===== config.mk =====
export PLATFORM = sky130hd
export DESIGN_NAME = dirichlet_character_enumerator
export DESIGN_NICKNAME = d
export VERILOG_FILES = /design/src/rtl/dce_pkg.sv /design/src/rtl/dce_div.sv /design/src/rtl/dirichlet_character_enumerator.sv
export SDC_FILE = /design/constraint.sdc
export NUM_CORES = 2
export LEC_CHECK = 0
export ABC_AREA = 1
export BUFFER_PORTS_ARGS = -buffer_cell sky130_fd_sc_hd__buf_2
export CORE_MARGIN = 1.5
export CORE_UTILIZATION = 40
export CTS_CLUSTER_SIZE = 28
export DETAILED_ROUTE_END_ITERATION = 12
export SLEW_MARGIN = 20
export SYNTH_ARGS = -nofsm -noshare
export SYNTH_HDL_FRONTEND = slang
export SYNTH_SLANG_ARGS = --single-unit

===== constraint.sdc =====
create_clock -name clock -period 9.3 [get_ports clock]
set_input_delay 2.325 -clock clock [delete_from_list [all_inputs] [get_ports clock]]
set_output_delay 2.325 -clock clock [all_outputs]
set_load 0.02 [all_outputs]

===== src/rtl/dce_pkg.sv =====
package dce_pkg;

   localparam int MAX_COMP = 16;
   localparam int COMP_W   = 4;
   localparam int CNT_W    = 5;
   localparam int DATA_W   = 32;
   localparam int SUM_W    = 34;
   localparam int DCNT_W   = 6;

   localparam logic [2:0] OP_LOAD    = 3'd0;
   localparam logic [2:0] OP_TRIVIAL = 3'd1;
   localparam logic [2:0] OP_NEXT    = 3'd2;
   localparam logic [2:0] OP_PRIM    = 3'd3;
   localparam logic [2:0] OP_READ    = 3'd4;

   localparam logic [1:0] CSR_MODULUS  = 2'd0;
   localparam logic [1:0] CSR_GROUPEXP = 2'd1;
   localparam logic [1:0] CSR_NCOMP    = 2'd2;
   localparam logic [1:0] CSR_ESPLIT   = 2'd3;

   typedef enum logic [4:0] {
      S_IDLE, S_FETCH, S_MUL_START, S_RA_ISSUE, S_RA_WAIT, S_RB_ISSUE, S_RB_WAIT,
      S_MUL_RUN, S_STEP, S_PR_ISSUE, S_PR_WAIT, S_DECIDE, S_GCD_ADDR, S_GCD_LOAD,
      S_GCD_RUN, S_OR_ISSUE, S_OR_WAIT, S_RD_ADDR, S_RD_ISSUE, S_RD_WAIT, S_FINISH
   } state_type;

   typedef struct packed {
      logic              start;
      logic [SUM_W-1:0]  dividend;
      logic [DATA_W-1:0] divisor;
   } div_req_type;

   typedef struct packed {
      logic              done;
      logic              busy;
      logic [SUM_W-1:0]  quotient;
      logic [DATA_W-1:0] remainder;
   } div_rsp_type;

endpackage


===== src/rtl/dce_div.sv =====
// Restoring divider, one quotient bit per cycle. Divisor must be nonzero.
module dce_div (
   input  logic                 clock,
   input  logic                 reset,
   input  dce_pkg::div_req_type div_req,
   output dce_pkg::div_rsp_type div_rsp
);
   import dce_pkg::*;

   logic              busy_ff, done_ff;
   logic [DCNT_W-1:0] cnt_ff;
   logic [DATA_W-1:0] rem_ff, dvs_ff;
   logic [SUM_W-1:0]  quo_ff;
   logic [DATA_W:0]   trial, diff;
   logic              ge;

   assign trial = {rem_ff, quo_ff[SUM_W-1]};
   assign ge    = trial >= {1'b0, dvs_ff};
   assign diff  = trial - {1'b0, dvs_ff};

   always_ff @(posedge clock) begin
      if (reset) begin
         busy_ff <= 1'b0;
         done_ff <= 1'b0;
         cnt_ff  <= '0;
      end else begin
         done_ff <= 1'b0;
         if (div_req.start) begin
            busy_ff <= 1'b1;
            cnt_ff  <= '0;
         end else if (busy_ff) begin
            cnt_ff <= cnt_ff + 1'b1;
            if (cnt_ff == DCNT_W'(SUM_W - 1)) begin
               busy_ff <= 1'b0;
               done_ff <= 1'b1;
            end
         end
      end
   end

   always_ff @(posedge clock) begin
      if (div_req.start) begin
         quo_ff <= div_req.dividend;
         rem_ff <= '0;
         dvs_ff <= div_req.divisor;
      end else if (busy_ff) begin
         rem_ff <= ge ? diff[DATA_W-1:0] : trial[DATA_W-1:0];
         quo_ff <= {quo_ff[SUM_W-2:0], ge};
      end
   end

   assign div_rsp.done      = done_ff;
   assign div_rsp.busy      = busy_ff;
   assign div_rsp.quotient  = quo_ff;
   assign div_rsp.remainder = rem_ff;

endmodule


===== src/rtl/dirichlet_character_enumerator.sv =====
// Dirichlet character enumerator.
// Input channel req_*: one transfer is one operation (load component, trivial
// character, next, next primitive, read exponent). req_stall is high while an
// operation is in work; the block takes one operation at a time.
// Result channel rsp_*: exactly one transfer per operation, held in an output
// register until rsp_stall is low; the engine may accept the next operation
// while a result waits, but cannot retire it until the output register frees.
// csr_*: register writes, only while idle.
// Latency depends on the data. Every index update is a modular product:
// two serial reductions mod q (skipped when q is zero) plus a bit-serial
// multiply. Each component a next step walks costs one such product
// (primitive steps add a prime test and maybe a second product). The order
// is then built by a binary gcd over all active exponents and one division,
// plus one more for a read. The shared serial divider and the serial
// multiplier set this latency.
// Reset (synchronous, active high): index 1, all exponents zero (valid bits
// cleared), registers modulus 1, group exponent 1, one component, no split.
module dirichlet_character_enumerator (
   input  logic                         clock,
   input  logic                         reset,
   input  logic                         req_valid,
   output logic                         req_stall,
   input  logic [2:0]                   req_opcode,
   input  logic [dce_pkg::COMP_W-1:0]   req_component,
   input  logic [dce_pkg::DATA_W-1:0]   req_generator_value,
   input  logic [dce_pkg::DATA_W-1:0]   req_phi_step,
   input  logic [dce_pkg::DATA_W-1:0]   req_prime_value,
   output logic                         rsp_valid,
   input  logic                         rsp_stall,
   output logic [dce_pkg::DATA_W-1:0]   rsp_char_index,
   output logic [dce_pkg::DATA_W-1:0]   rsp_char_order,
   output logic [dce_pkg::CNT_W-1:0]    rsp_last_modified,
   output logic [dce_pkg::DATA_W-1:0]   rsp_exponent_read,
   input  logic                         csr_wr_en,
   input  logic [1:0]                   csr_index,
   input  logic [dce_pkg::DATA_W-1:0]   csr_wdata
);
   import dce_pkg::*;

   state_type state_ff, state_in;

   // configuration
   logic [DATA_W-1:0] modulus_ff, gexp_ff;
   logic [CNT_W-1:0]  ncomp_ff, act_cnt;
   logic              esplit_ff;

   // tables
   logic [DATA_W-1:0] gen_mem [MAX_COMP];
   logic [DATA_W-1:0] phi_mem [MAX_COMP];
   logic [DATA_W-1:0] pri_mem [MAX_COMP];
   logic [DATA_W-1:0] exp_mem [MAX_COMP];
   logic [MAX_COMP-1:0] exp_vld_ff;
   logic [DATA_W-1:0] gen_q_ff, phi_q_ff, pri_q_ff, exp_q_ff;
   logic [COMP_W-1:0] rd_addr;
   logic              tbl_rd;

   // operation context
   logic [2:0]        op_ff;
   logic [COMP_W-1:0] comp_ff;
   logic [CNT_W-1:0]  k_ff, j_ff, k_inc, last_ff;
   logic              spec_ff, second_ff;
   logic [DATA_W-1:0] idx_ff;
   logic [SUM_W-1:0]  sum_ff;
   logic [DATA_W-1:0] order_ff, readv_ff;

   // serial modular multiply
   logic [DATA_W-1:0] mul_a_ff, mul_b_ff, mul_r_ff, mul_r_in;
   logic [CNT_W-1:0]  mul_cnt_ff;
   logic [DATA_W:0]   dbl, dbl_red, addv, add_red;
   logic              q_zero;

   // binary gcd
   logic [DATA_W-1:0] g_ff, ga_ff, gb_ff, ga_in, gb_in, g_res;
   logic [CNT_W-1:0]  sh_ff, sh_in;
   logic              g_done;

   // output register
   logic              rsp_valid_ff;
   logic [DATA_W-1:0] rsp_index_ff, rsp_order_ff, rsp_read_ff;
   logic [CNT_W-1:0]  rsp_last_ff;
   logic              slot_free, accept;

   div_req_type div_req;
   div_rsp_type div_rsp;

   dce_div u_div (
      .clock   (clock),
      .reset   (reset),
      .div_req (div_req),
      .div_rsp (div_rsp)
   );

   assign act_cnt   = (ncomp_ff > CNT_W'(MAX_COMP)) ? CNT_W'(MAX_COMP) : ncomp_ff;
   assign accept    = req_valid && !req_stall;
   assign slot_free = !rsp_valid_ff || !rsp_stall;
   assign q_zero    = (modulus_ff == '0);
   assign k_inc     = k_ff + 1'b1;

   // one Horner step of the product: r = 2r + bit*a, reduced mod q
   always_comb begin
      dbl     = {mul_r_ff, 1'b0};
      dbl_red = (!q_zero && dbl >= {1'b0, modulus_ff}) ? dbl - {1'b0, modulus_ff} : dbl;
      addv    = dbl_red + (mul_b_ff[DATA_W-1] ? {1'b0, mul_a_ff} : '0);
      add_red = (!q_zero && addv >= {1'b0, modulus_ff}) ? addv - {1'b0, modulus_ff} : addv;
      mul_r_in = add_red[DATA_W-1:0];
   end

   // one binary gcd step
   always_comb begin
      ga_in  = ga_ff;
      gb_in  = gb_ff;
      sh_in  = sh_ff;
      g_done = 1'b0;
      g_res  = '0;
      if (ga_ff == '0) begin
         g_done = 1'b1;
         g_res  = gb_ff << sh_ff;
      end else if (gb_ff == '0) begin
         g_done = 1'b1;
         g_res  = ga_ff << sh_ff;
      end else if (!ga_ff[0] && !gb_ff[0]) begin
         ga_in = ga_ff >> 1;
         gb_in = gb_ff >> 1;
         sh_in = sh_ff + 1'b1;
      end else if (!ga_ff[0]) begin
         ga_in = ga_ff >> 1;
      end else if (!gb_ff[0]) begin
         gb_in = gb_ff >> 1;
      end else if (ga_ff >= gb_ff) begin
         ga_in = ga_ff - gb_ff;
      end else begin
         gb_in = gb_ff - ga_ff;
      end
   end

   // next state
   always_comb begin
      state_in = state_ff;
      unique case (state_ff)
         S_IDLE: begin
            if (accept) begin
               if (req_opcode == OP_NEXT)
                  state_in = (act_cnt == '0) ? S_GCD_ADDR : S_FETCH;
               else if (req_opcode == OP_PRIM)
                  state_in = (esplit_ff || act_cnt != '0) ? S_FETCH : S_GCD_ADDR;
               else
                  state_in = S_GCD_ADDR;
            end
         end
         S_FETCH:     state_in = S_MUL_START;
         S_MUL_START: state_in = q_zero ? S_MUL_RUN : S_RA_ISSUE;
         S_RA_ISSUE:  state_in = S_RA_WAIT;
         S_RA_WAIT:   if (div_rsp.done) state_in = S_RB_ISSUE;
         S_RB_ISSUE:  state_in = S_RB_WAIT;
         S_RB_WAIT:   if (div_rsp.done) state_in = S_MUL_RUN;
         S_MUL_RUN: begin
            if (mul_cnt_ff == CNT_W'(DATA_W - 1))
               state_in = second_ff ? S_DECIDE : S_STEP;
         end
         S_STEP: begin
            if (op_ff == OP_PRIM && !spec_ff && pri_q_ff != '0)
               state_in = S_PR_ISSUE;
            else
               state_in = S_DECIDE;
         end
         S_PR_ISSUE:  state_in = S_PR_WAIT;
         S_PR_WAIT: begin
            if (div_rsp.done)
               state_in = (div_rsp.remainder == '0) ? S_MUL_START : S_DECIDE;
         end
         S_DECIDE: begin
            if (sum_ff < {2'b00, gexp_ff} || k_inc >= act_cnt)
               state_in = S_GCD_ADDR;
            else
               state_in = S_FETCH;
         end
         S_GCD_ADDR: begin
            if (j_ff < act_cnt)
               state_in = S_GCD_LOAD;
            else if (g_ff != '0)
               state_in = S_OR_ISSUE;
            else
               state_in = (op_ff == OP_READ) ? S_RD_ADDR : S_FINISH;
         end
         S_GCD_LOAD:  state_in = S_GCD_RUN;
         S_GCD_RUN:   if (g_done) state_in = S_GCD_ADDR;
         S_OR_ISSUE:  state_in = S_OR_WAIT;
         S_OR_WAIT: begin
            if (div_rsp.done)
               state_in = (op_ff == OP_READ) ? S_RD_ADDR : S_FINISH;
         end
         S_RD_ADDR:   state_in = S_RD_ISSUE;
         S_RD_ISSUE:  state_in = (g_ff == '0) ? S_FINISH : S_RD_WAIT;
         S_RD_WAIT:   if (div_rsp.done) state_in = S_FINISH;
         S_FINISH:    if (slot_free) state_in = S_IDLE;
         default:     state_in = S_IDLE;
      endcase
   end

   // state outputs
   always_comb begin
      req_stall        = (state_ff != S_IDLE);
      div_req.start    = 1'b0;
      div_req.dividend = '0;
      div_req.divisor  = modulus_ff;
      rd_addr          = k_ff[COMP_W-1:0];
      tbl_rd           = 1'b0;
      unique case (state_ff)
         S_FETCH: tbl_rd = 1'b1;
         S_RA_ISSUE: begin
            div_req.start    = 1'b1;
            div_req.dividend = {2'b00, idx_ff};
         end
         S_RB_ISSUE: begin
            div_req.start    = 1'b1;
            div_req.dividend = {2'b00, gen_q_ff};
         end
         S_PR_ISSUE: begin
            div_req.start    = 1'b1;
            div_req.dividend = sum_ff;
            div_req.divisor  = pri_q_ff;
         end
         S_OR_ISSUE: begin
            div_req.start    = 1'b1;
            div_req.dividend = {2'b00, gexp_ff};
            div_req.divisor  = g_ff;
         end
         S_RD_ISSUE: begin
            div_req.start    = (g_ff != '0);
            div_req.dividend = {2'b00, exp_q_ff};
            div_req.divisor  = g_ff;
         end
         S_GCD_ADDR: rd_addr = j_ff[COMP_W-1:0];
         S_RD_ADDR:  rd_addr = comp_ff;
         default: ;
      endcase
   end

   // control registers
   always_ff @(posedge clock) begin
      if (reset) begin
         state_ff     <= S_IDLE;
         modulus_ff   <= 32'd1;
         gexp_ff      <= 32'd1;
         ncomp_ff     <= 5'd1;
         esplit_ff    <= 1'b0;
         idx_ff       <= 32'd1;
         exp_vld_ff   <= '0;
         rsp_valid_ff <= 1'b0;
      end else begin
         state_ff <= state_in;
         if (csr_wr_en) begin
            case (csr_index)
               CSR_MODULUS:  modulus_ff <= csr_wdata;
               CSR_GROUPEXP: gexp_ff    <= csr_wdata;
               CSR_NCOMP:    ncomp_ff   <= csr_wdata[CNT_W-1:0];
               CSR_ESPLIT:   esplit_ff  <= csr_wdata[0];
               default: ;
            endcase
         end
         if (accept && req_opcode == OP_TRIVIAL) begin
            idx_ff     <= 32'd1;
            exp_vld_ff <= '0;
         end
         if (state_ff == S_MUL_RUN && mul_cnt_ff == CNT_W'(DATA_W - 1))
            idx_ff <= mul_r_in;
         if (state_ff == S_DECIDE)
            exp_vld_ff[k_ff[COMP_W-1:0]] <= 1'b1;
         // refill wins over drain; a drained slot clears
         if (state_ff == S_FINISH && slot_free)
            rsp_valid_ff <= 1'b1;
         else if (!rsp_stall)
            rsp_valid_ff <= 1'b0;
      end
   end

   // tables and payload
   always_ff @(posedge clock) begin
      if (accept && req_opcode == OP_LOAD) begin
         gen_mem[req_component] <= req_generator_value;
         phi_mem[req_component] <= req_phi_step;
         pri_mem[req_component] <= req_prime_value;
      end
      if (tbl_rd) begin
         gen_q_ff <= gen_mem[rd_addr];
         phi_q_ff <= phi_mem[rd_addr];
         pri_q_ff <= pri_mem[rd_addr];
      end
      exp_q_ff <= exp_vld_ff[rd_addr] ? exp_mem[rd_addr] : '0;
      if (state_ff == S_DECIDE)
         exp_mem[k_ff[COMP_W-1:0]] <=
            (sum_ff < {2'b00, gexp_ff}) ? sum_ff[DATA_W-1:0] :
            ((spec_ff || op_ff == OP_NEXT) ? '0 : phi_q_ff);
   end

   always_ff @(posedge clock) begin
      unique case (state_ff)
         S_IDLE: begin
            if (accept) begin
               op_ff     <= req_opcode;
               comp_ff   <= req_component;
               k_ff      <= '0;
               j_ff      <= '0;
               g_ff      <= gexp_ff;
               readv_ff  <= '0;
               second_ff <= 1'b0;
               spec_ff   <= (req_opcode == OP_PRIM) && esplit_ff;
               last_ff   <= (req_opcode == OP_LOAD || req_opcode == OP_READ) ?
                            {1'b0, req_component} : '0;
            end
         end
         S_MUL_START: begin
            mul_a_ff   <= idx_ff;
            mul_b_ff   <= gen_q_ff;
            mul_r_ff   <= '0;
            mul_cnt_ff <= '0;
         end
         S_RA_WAIT: if (div_rsp.done) mul_a_ff <= div_rsp.remainder;
         S_RB_WAIT: if (div_rsp.done) mul_b_ff <= div_rsp.remainder;
         S_MUL_RUN: begin
            mul_r_ff   <= mul_r_in;
            mul_b_ff   <= {mul_b_ff[DATA_W-2:0], 1'b0};
            mul_cnt_ff <= mul_cnt_ff + 1'b1;
            if (mul_cnt_ff == CNT_W'(DATA_W - 1) && second_ff)
               sum_ff <= sum_ff + {2'b00, phi_q_ff};
         end
         S_STEP: begin
            sum_ff <= {2'b00, exp_q_ff} + (spec_ff ? SUM_W'(1) : {2'b00, phi_q_ff});
         end
         S_PR_WAIT: if (div_rsp.done && div_rsp.remainder == '0) second_ff <= 1'b1;
         S_DECIDE: begin
            second_ff <= 1'b0;
            spec_ff   <= 1'b0;
            if (sum_ff < {2'b00, gexp_ff}) begin
               last_ff <= k_ff;
            end else begin
               k_ff <= k_inc;
               if (k_inc >= act_cnt)
                  last_ff <= k_inc;
            end
         end
         S_GCD_ADDR: if (j_ff >= act_cnt && g_ff == '0) order_ff <= 32'd1;
         S_GCD_LOAD: begin
            ga_ff <= g_ff;
            gb_ff <= exp_q_ff;
            sh_ff <= '0;
         end
         S_GCD_RUN: begin
            ga_ff <= ga_in;
            gb_ff <= gb_in;
            sh_ff <= sh_in;
            if (g_done) begin
               g_ff <= g_res;
               j_ff <= j_ff + 1'b1;
            end
         end
         S_OR_WAIT: if (div_rsp.done) order_ff <= div_rsp.quotient[DATA_W-1:0];
         S_RD_ISSUE: if (g_ff == '0) readv_ff <= exp_q_ff;
         S_RD_WAIT: if (div_rsp.done) readv_ff <= div_rsp.quotient[DATA_W-1:0];
         S_FINISH: begin
            if (slot_free) begin
               rsp_index_ff <= idx_ff;
               rsp_order_ff <= order_ff;
               rsp_last_ff  <= last_ff;
               rsp_read_ff  <= readv_ff;
            end
         end
         default: ;
      endcase
   end

   assign rsp_valid         = rsp_valid_ff;
   assign rsp_char_index    = rsp_index_ff;
   assign rsp_char_order    = rsp_order_ff;
   assign rsp_last_modified = rsp_last_ff;
   assign rsp_exponent_read = rsp_read_ff;

   a_busy_after_accept: assert property (@(posedge clock) disable iff (reset)
      accept |=> req_stall)
      else $error("engine not busy after accepting an operation");

   a_div_start_idle: assert property (@(posedge clock) disable iff (reset)
      div_req.start |-> !div_rsp.busy)
      else $error("divider started while busy");

   a_index_reduced: assert property (@(posedge clock) disable iff (reset)
      (state_ff == S_MUL_RUN && mul_cnt_ff == CNT_W'(DATA_W - 1) && !q_zero)
      |=> idx_ff < modulus_ff)
      else $error("index not reduced modulo q");

endmodule


# Word level (Yosys, flattened, before mapping)
# Memory sizes are Yosys's and may differ from the RTL's. A register that Yosys moved wholly into a read port is not among the register bits.
# Cells that the tools add are included.
# op_classes
order_cmp,12
n_shift,2
n_bitwise,2
muxes,109
n_eq_ne,55
reduce_logical,78
add_sub_neg,13
# op_table
op,count
$mux W32,29
$pmux W32 S2,7
$pmux W32 S3,2
$pmux W35 S5,1
$logic_not A32 Y1,5
$sub A32 B32 Y32,4
$mux W5,21
$pmux W5 S21,1
$mux W34,3
$ge A33 B32 Y1,3
$pmux W34 S2,1
$reduce_bool A32 Y1,2
$shl A32 B5 Y32,2
$pmux W5 S2,5
$mux W16,3
$eq A5 B4 Y1 const B,8
$add A34 B32 Y34,1
$lt A34 B32 Y1,1
$add A32 B32 Y33,1
$add A33 B32 Y33,1
$mux W33,1
$sub A33 B32 Y33,1
$ge A32 B32 Y1,1
$eq A5 B5 Y1 const B,6
48 further kinds,161
# totals
elab_cells,313
out_inout_bits,103
memories,4
ram_bits,2048
reg_bits,655
# memory_table
memory,depth,word_bits,rd,rd_ports_with_merged_regs,write_ports,line_no,text
exp_mem,16,32,1,1,1,dirichlet_character_enumerator.sv:51,logic [DATA_W-1:0] exp_mem [MAX_COMP];
gen_mem,16,32,1,1,1,dirichlet_character_enumerator.sv:48,logic [DATA_W-1:0] gen_mem [MAX_COMP];
phi_mem,16,32,1,1,1,dirichlet_character_enumerator.sv:49,logic [DATA_W-1:0] phi_mem [MAX_COMP];
pri_mem,16,32,1,1,1,dirichlet_character_enumerator.sv:50,logic [DATA_W-1:0] pri_mem [MAX_COMP];

# Logic depth before layout (Yosys ltp)
# depth
depth_word,9
depth_mapped,47
ltp_nobuf,45

# Cells and area by module
# Synthesis repeated with hierarchy kept, for this count alone.
# unflattened
hier_cells,12842
area_unflattened_um2,133673.2
# by_module_without_submodules
mod,area_per_inst_um2,seq_area_each_um2,instances,cells_per_inst
dirichlet_character_enumerator,126654.0,80267.0,1,11830
dce_div,7019.2,2782.7,1,1012

# Worst setup path after synthesis
# Ideal clock, no wire load.
# synth_timing
path_type,input to register
start,input req_valid
end,"memory gen_mem[0][0], enable pin"
setup_time_ps,552
required_ps,8748
arrival_time_ps,7499
cell_stages,6
slack_ps,1249
n_path_buf,0
cell_sequence,inv_1 > nor2_1 > inv_1 > nor4_1 > nand3_1 > nor2_1
# synth_via
elab_chain_cells,4
# synth_rtl
item,line_no,text
from (decl),dirichlet_character_enumerator.sv:21,"input logic req_valid,"
$logic_and A1 B1 Y1,dirichlet_character_enumerator.sv:94,assign accept = req_valid && !req_stall;
$logic_and A1 B1 Y1,dirichlet_character_enumerator.sv:279,if (accept && req_opcode == OP_LOAD) begin
$mux W1,dirichlet_character_enumerator.sv:279,
$mux W1 (not written as such),dirichlet_character_enumerator.sv:280,gen_mem[req_component] <= req_generator_value;
to (decl),dirichlet_character_enumerator.sv:48,
# Every way passes these cells.

# Worst setup path after layout
# layout_timing
start,register modulus_ff[12]
end,"register mul_r_ff[3], data pin"
# layout_via
elab_chain_cells,9
word_cells_on_any_way,12
# layout_rtl
item,line_no,text
from (decl),dirichlet_character_enumerator.sv:43,"logic [DATA_W-1:0] modulus_ff, gexp_ff;"
from (signal assigned),dirichlet_character_enumerator.sv:254,CSR_MODULUS: modulus_ff <= csr_wdata;
"parallel branches: the longest is 7 deep, another holds $ge A33 B32 Y1",--,
$mux W32 *,dirichlet_character_enumerator.sv:104,"add_red = (!q_zero && addv >= {1'b0, modulus_ff}) ? addv - {1'b0, modulus_ff} : addv;"
$pmux W32 S2 *,dirichlet_character_enumerator.sv:297,unique case (state_ff)
to (signal assigned),dirichlet_character_enumerator.sv:321,mul_r_ff <= mul_r_in;
to (decl),dirichlet_character_enumerator.sv:67,"logic [DATA_W-1:0] mul_a_ff, mul_b_ff, mul_r_ff, mul_r_in;"
# Mark *: on every way between the ends.
# A chain may end at the register's enable or synchronous reset.

==> results.toml <==
[min_path]
min_path_type = "flop to flop"
worstHoldPathCells = 0

[worst_setup_path]
critical_path_buf_inv_count = 9
crit_slowest_cell = "clkinv_1"
path_depth = 37
crit_family = "simple AND/OR/NAND/NOR gates"
top_fanout_value_on_the_critical_path = 32
critPathLaunchType = "flop"
r2r.worst_path.cells = 37
timing.critical_path.to_type = "flop"
endpoint_required_time_on_the_critical_path_ps = 9930
crit_top_cell = "nand2_1"
timing.setup.critical_path_class = "flop to flop"
worst-endpoint-arrival_ps = 8400
critical_path.max_stage_delay_ps = 490

[pwr]
p_per_area_nw_per_um2 = 264.0
clkPwrFrac_pct = 30.3
switching_power_mw = 14.29
comb_power_share_pct = 29.9
switching_share_pct = 36.64
share_seq_of_total_power_pct = 39.8
p_leak_nw = 52.32
ir_worst_vdd_uv = 202.1
internal_power_mw = 24.71

[clocking]
clockRootBuffer = "clkbuf_16"
cts-buffers-inserted = 311
ctsResizeCount = 0
post-cts-setup-buffers = 0
worst_skew_pair.late_latency_ps = 980
htree_num_levels = 5
cts_clk_pin_slew_worst_paths_ps = 60
holdBufCountCts = 0
clk_path_buf_depth = 4
cts.sink_count = 2831
tritoncts = "yes"

[floorplan]
chipWidth_um = 577.1
ioPinCount = 245
floorplan.die.height_um = 577.1
design.die.area_um2 = 333100
floorplan.initialDensity_pct = 40.24
coreArea_um2 = 327700
num_rows = 210

[sta]
rsz0062_at_grt = "false"
worst_pin_slew_ps = 1247
final.setup.tns_ps = 0
final-hold-violation-count = 0
timing.final.crit_share_pct = 83.54
finalMaxSlewViolations = 0
worst_slew_margin_rel_pct = 16.01
clock-skew-final_ps = 116.6
layout_min_cycle_time_ps = 7769
clock.fmax_ghz = 0.1287
report.final.setup_viol = 0

[layout]
count_of_filler_cells_inserted_in_the_layout = 30480
finalCoreUtilization_pct = 45.09
post_route_cells_drive_above_1_share_pct = 8.097
finalNetCount = 12990
fin_area_um2 = 147700
area_growth_pct = 12.06

[grt]
grt_usage_pct = 26.69
first_pass_grt_wire_length_um = 651500
grt_pass1_vias = 91360
antenna_violations_before_repair = 79
globalRoute.totalOverflow = 0
pin_count_of_the_biggest_net_entering_global_routing = 181

[yosys]
syn_area_per_cell_um2 = 10.59
count_of_flip_flops_with_a_built_in_enable_after_synthesis = 2635
synth.ff_latch_count = 2831
synth_sequential_area_ratio_pct = 62.99
synth_area_leaders = "edfxtp_1 60%, nor2_1 6.1%, nand2_1 5.0%"
synth_cells = 12450
synthDominantCellAreaShare_pct = 60.01
yosysUniqueCellTypes = 62
synth.cell_area_um2 = 131800
postSynthNetCount = 12900
async_reset_ff_share_pct = 0
synth_flop_cell = "edfxtp_1"
synth_top_area_cell = "edfxtp_1"
yosysWarningCount = 0

[route]
1st_pass_router_iterations = 9
wirelength_routed_um = 458400
initialDrtViolationCount = 11920
num_vias = 98730
drt-vias-per-instance = 5.758
route.detailed.wl_per_inst_um = 26.73
final_antenna_net_count = 0
post-route-drc-count = 0

[place]
dpl-instance-area_um2 = 138000
detailed_place_hpwl_um = 301100
port_buffers = 244
place.gp.congestion = 1.000

[run_status]
outcome = "finished clean"

[run]
drv_cap = 0
[power by group through the flow]
stage,combinational [mW],clock [mW],sequential [mW]
after floorplan,7.38,0,15.5
after CTS,11.5,12.0,15.5
after detailed placement,11.4,0,15.7
final,11.7,11.8,15.5
after global placement,11.5,0,15.7
after global routing,12.6,12.5,15.5
[path summary, 6_finish.rpt]
kind / start / to / slack, ps
worst max register to register: modulus_ff[12] / mul_r_ff[3] / 1530
worst max-delay path: modulus_ff[12] / mul_r_ff[3] / 1530
worst min register to register: order_ff[12] / rsp_char_order[12] / 410
worst min-delay path: order_ff[12] / rsp_char_order[12] / 410
[per-layer routing]
layer  part of all wire (%)  GRT usage (%)  up-vias
met5                  0.096              0        -
met4                    4.1          10.05       68
met3                    9.7          5.656      869
met2                     44          41.00     4612
met1                     42          37.12    48370
li1                       -              -    44820
[through the flow]
step	instances	power [mW]	hold slack (ps)	worst slack, ps
2_1_floorplan	12450	22.84	400.3	1249
3_3_place_gp	16560	27.21	401.2	1766
3_5_place_dp	16560	27.17	404.5	1747
4_1_cts	17110	38.93	399.6	1650
5_1_grt	17130	40.57	420.7	975.3
6_report	17150	39.00	414.4	1531
[state kept, by name, summed over array words and instances (netlist names), 34 cells and up]
name,flops
pri_mem,512
u_div.quo_ff,34
phi_mem,512
sum_ff,34
gen_mem,512
exp_mem,512
[cell usage after synthesis, types with 196 or more instances]
| cell | count |
|---|---|
| o21ai_0 | 1083 |
| inv_1 | 873 |
| edfxtp_1 | 2635 |
| nand2_1 | 1758 |
| nand3_1 | 421 |
| buf_2 | 224 |
| o211ai_1 | 283 |
| ha_1 | 308 |
| o32ai_1 | 197 |
| clkbuf_1 | 402 |
| dfxtp_1 | 196 |
| a21oi_1 | 624 |
| nor2_1 | 2138 |
[worst register-to-register path: cells and delay by family (launching register included)]
family	cells	cell delay (ps)
compound gates	2	600
xor+xnor	1	370
fa+ha+maj	3	1090
buf+inv	9	1680
flops	1	330
simple gates	22	3340
[cells in the final DEF, fill, tap and decap left out, drive strengths merged, types with 29 or more instances in the layout]
cell        n
xor2       89
nor3       69
clkbuf    407
a31oi      69
a21o       29
o21ai    1120
a22oi      35
mux2i      58
dfxtp     196
a221oi     30
nor2     2142
o221ai     70
o32ai     197
o21bai     30
nand3     423
nand2    1762
o22ai      82
o2111ai    34
o211ai    283
clkinv    127
nor4       57
buf       460
or2        59
a21oi     625
xnor2      70
o311ai    203
nand4      60
diode      32
edfxtp   2635
inv       894
ha        308
[area by class of cell]
class | count | area [µm²] | share of cell area, %
Antenna cell | 32 | 80.08 | 0.05420
Clock buffer | 407 | 8318 | 5.630
Clock inverter | 146 | 1338 | 0.9053
Inverter | 892 | 3378 | 2.287
Multi-Input combinational cell | 8034 | 42860 | 29.01
Sequential cell | 2831 | 83050 | 56.21
Tap cell | 4346 | 5438 | 3.681
Timing Repair Buffer | 460 | 3276 | 2.217
[kinds of logic after synthesis]
| kind of cell | after synthesis | synth area share [%] |
|---|---|---|
| AND/OR/NAND/NOR | 4591 | 13.97 |
| AO/OA/AOI/OAI | 2910 | 13.68 |
| flip-flops | 2831 | 62.99 |
| buffers and inverters | 1581 | 4.825 |
| adder cells (fa/ha/maj) | 316 | 3.044 |
| XOR/XNOR | 159 | 1.056 |
| multiplexers | 58 | 0.4403 |
Power figures use the tool's default switching activity.
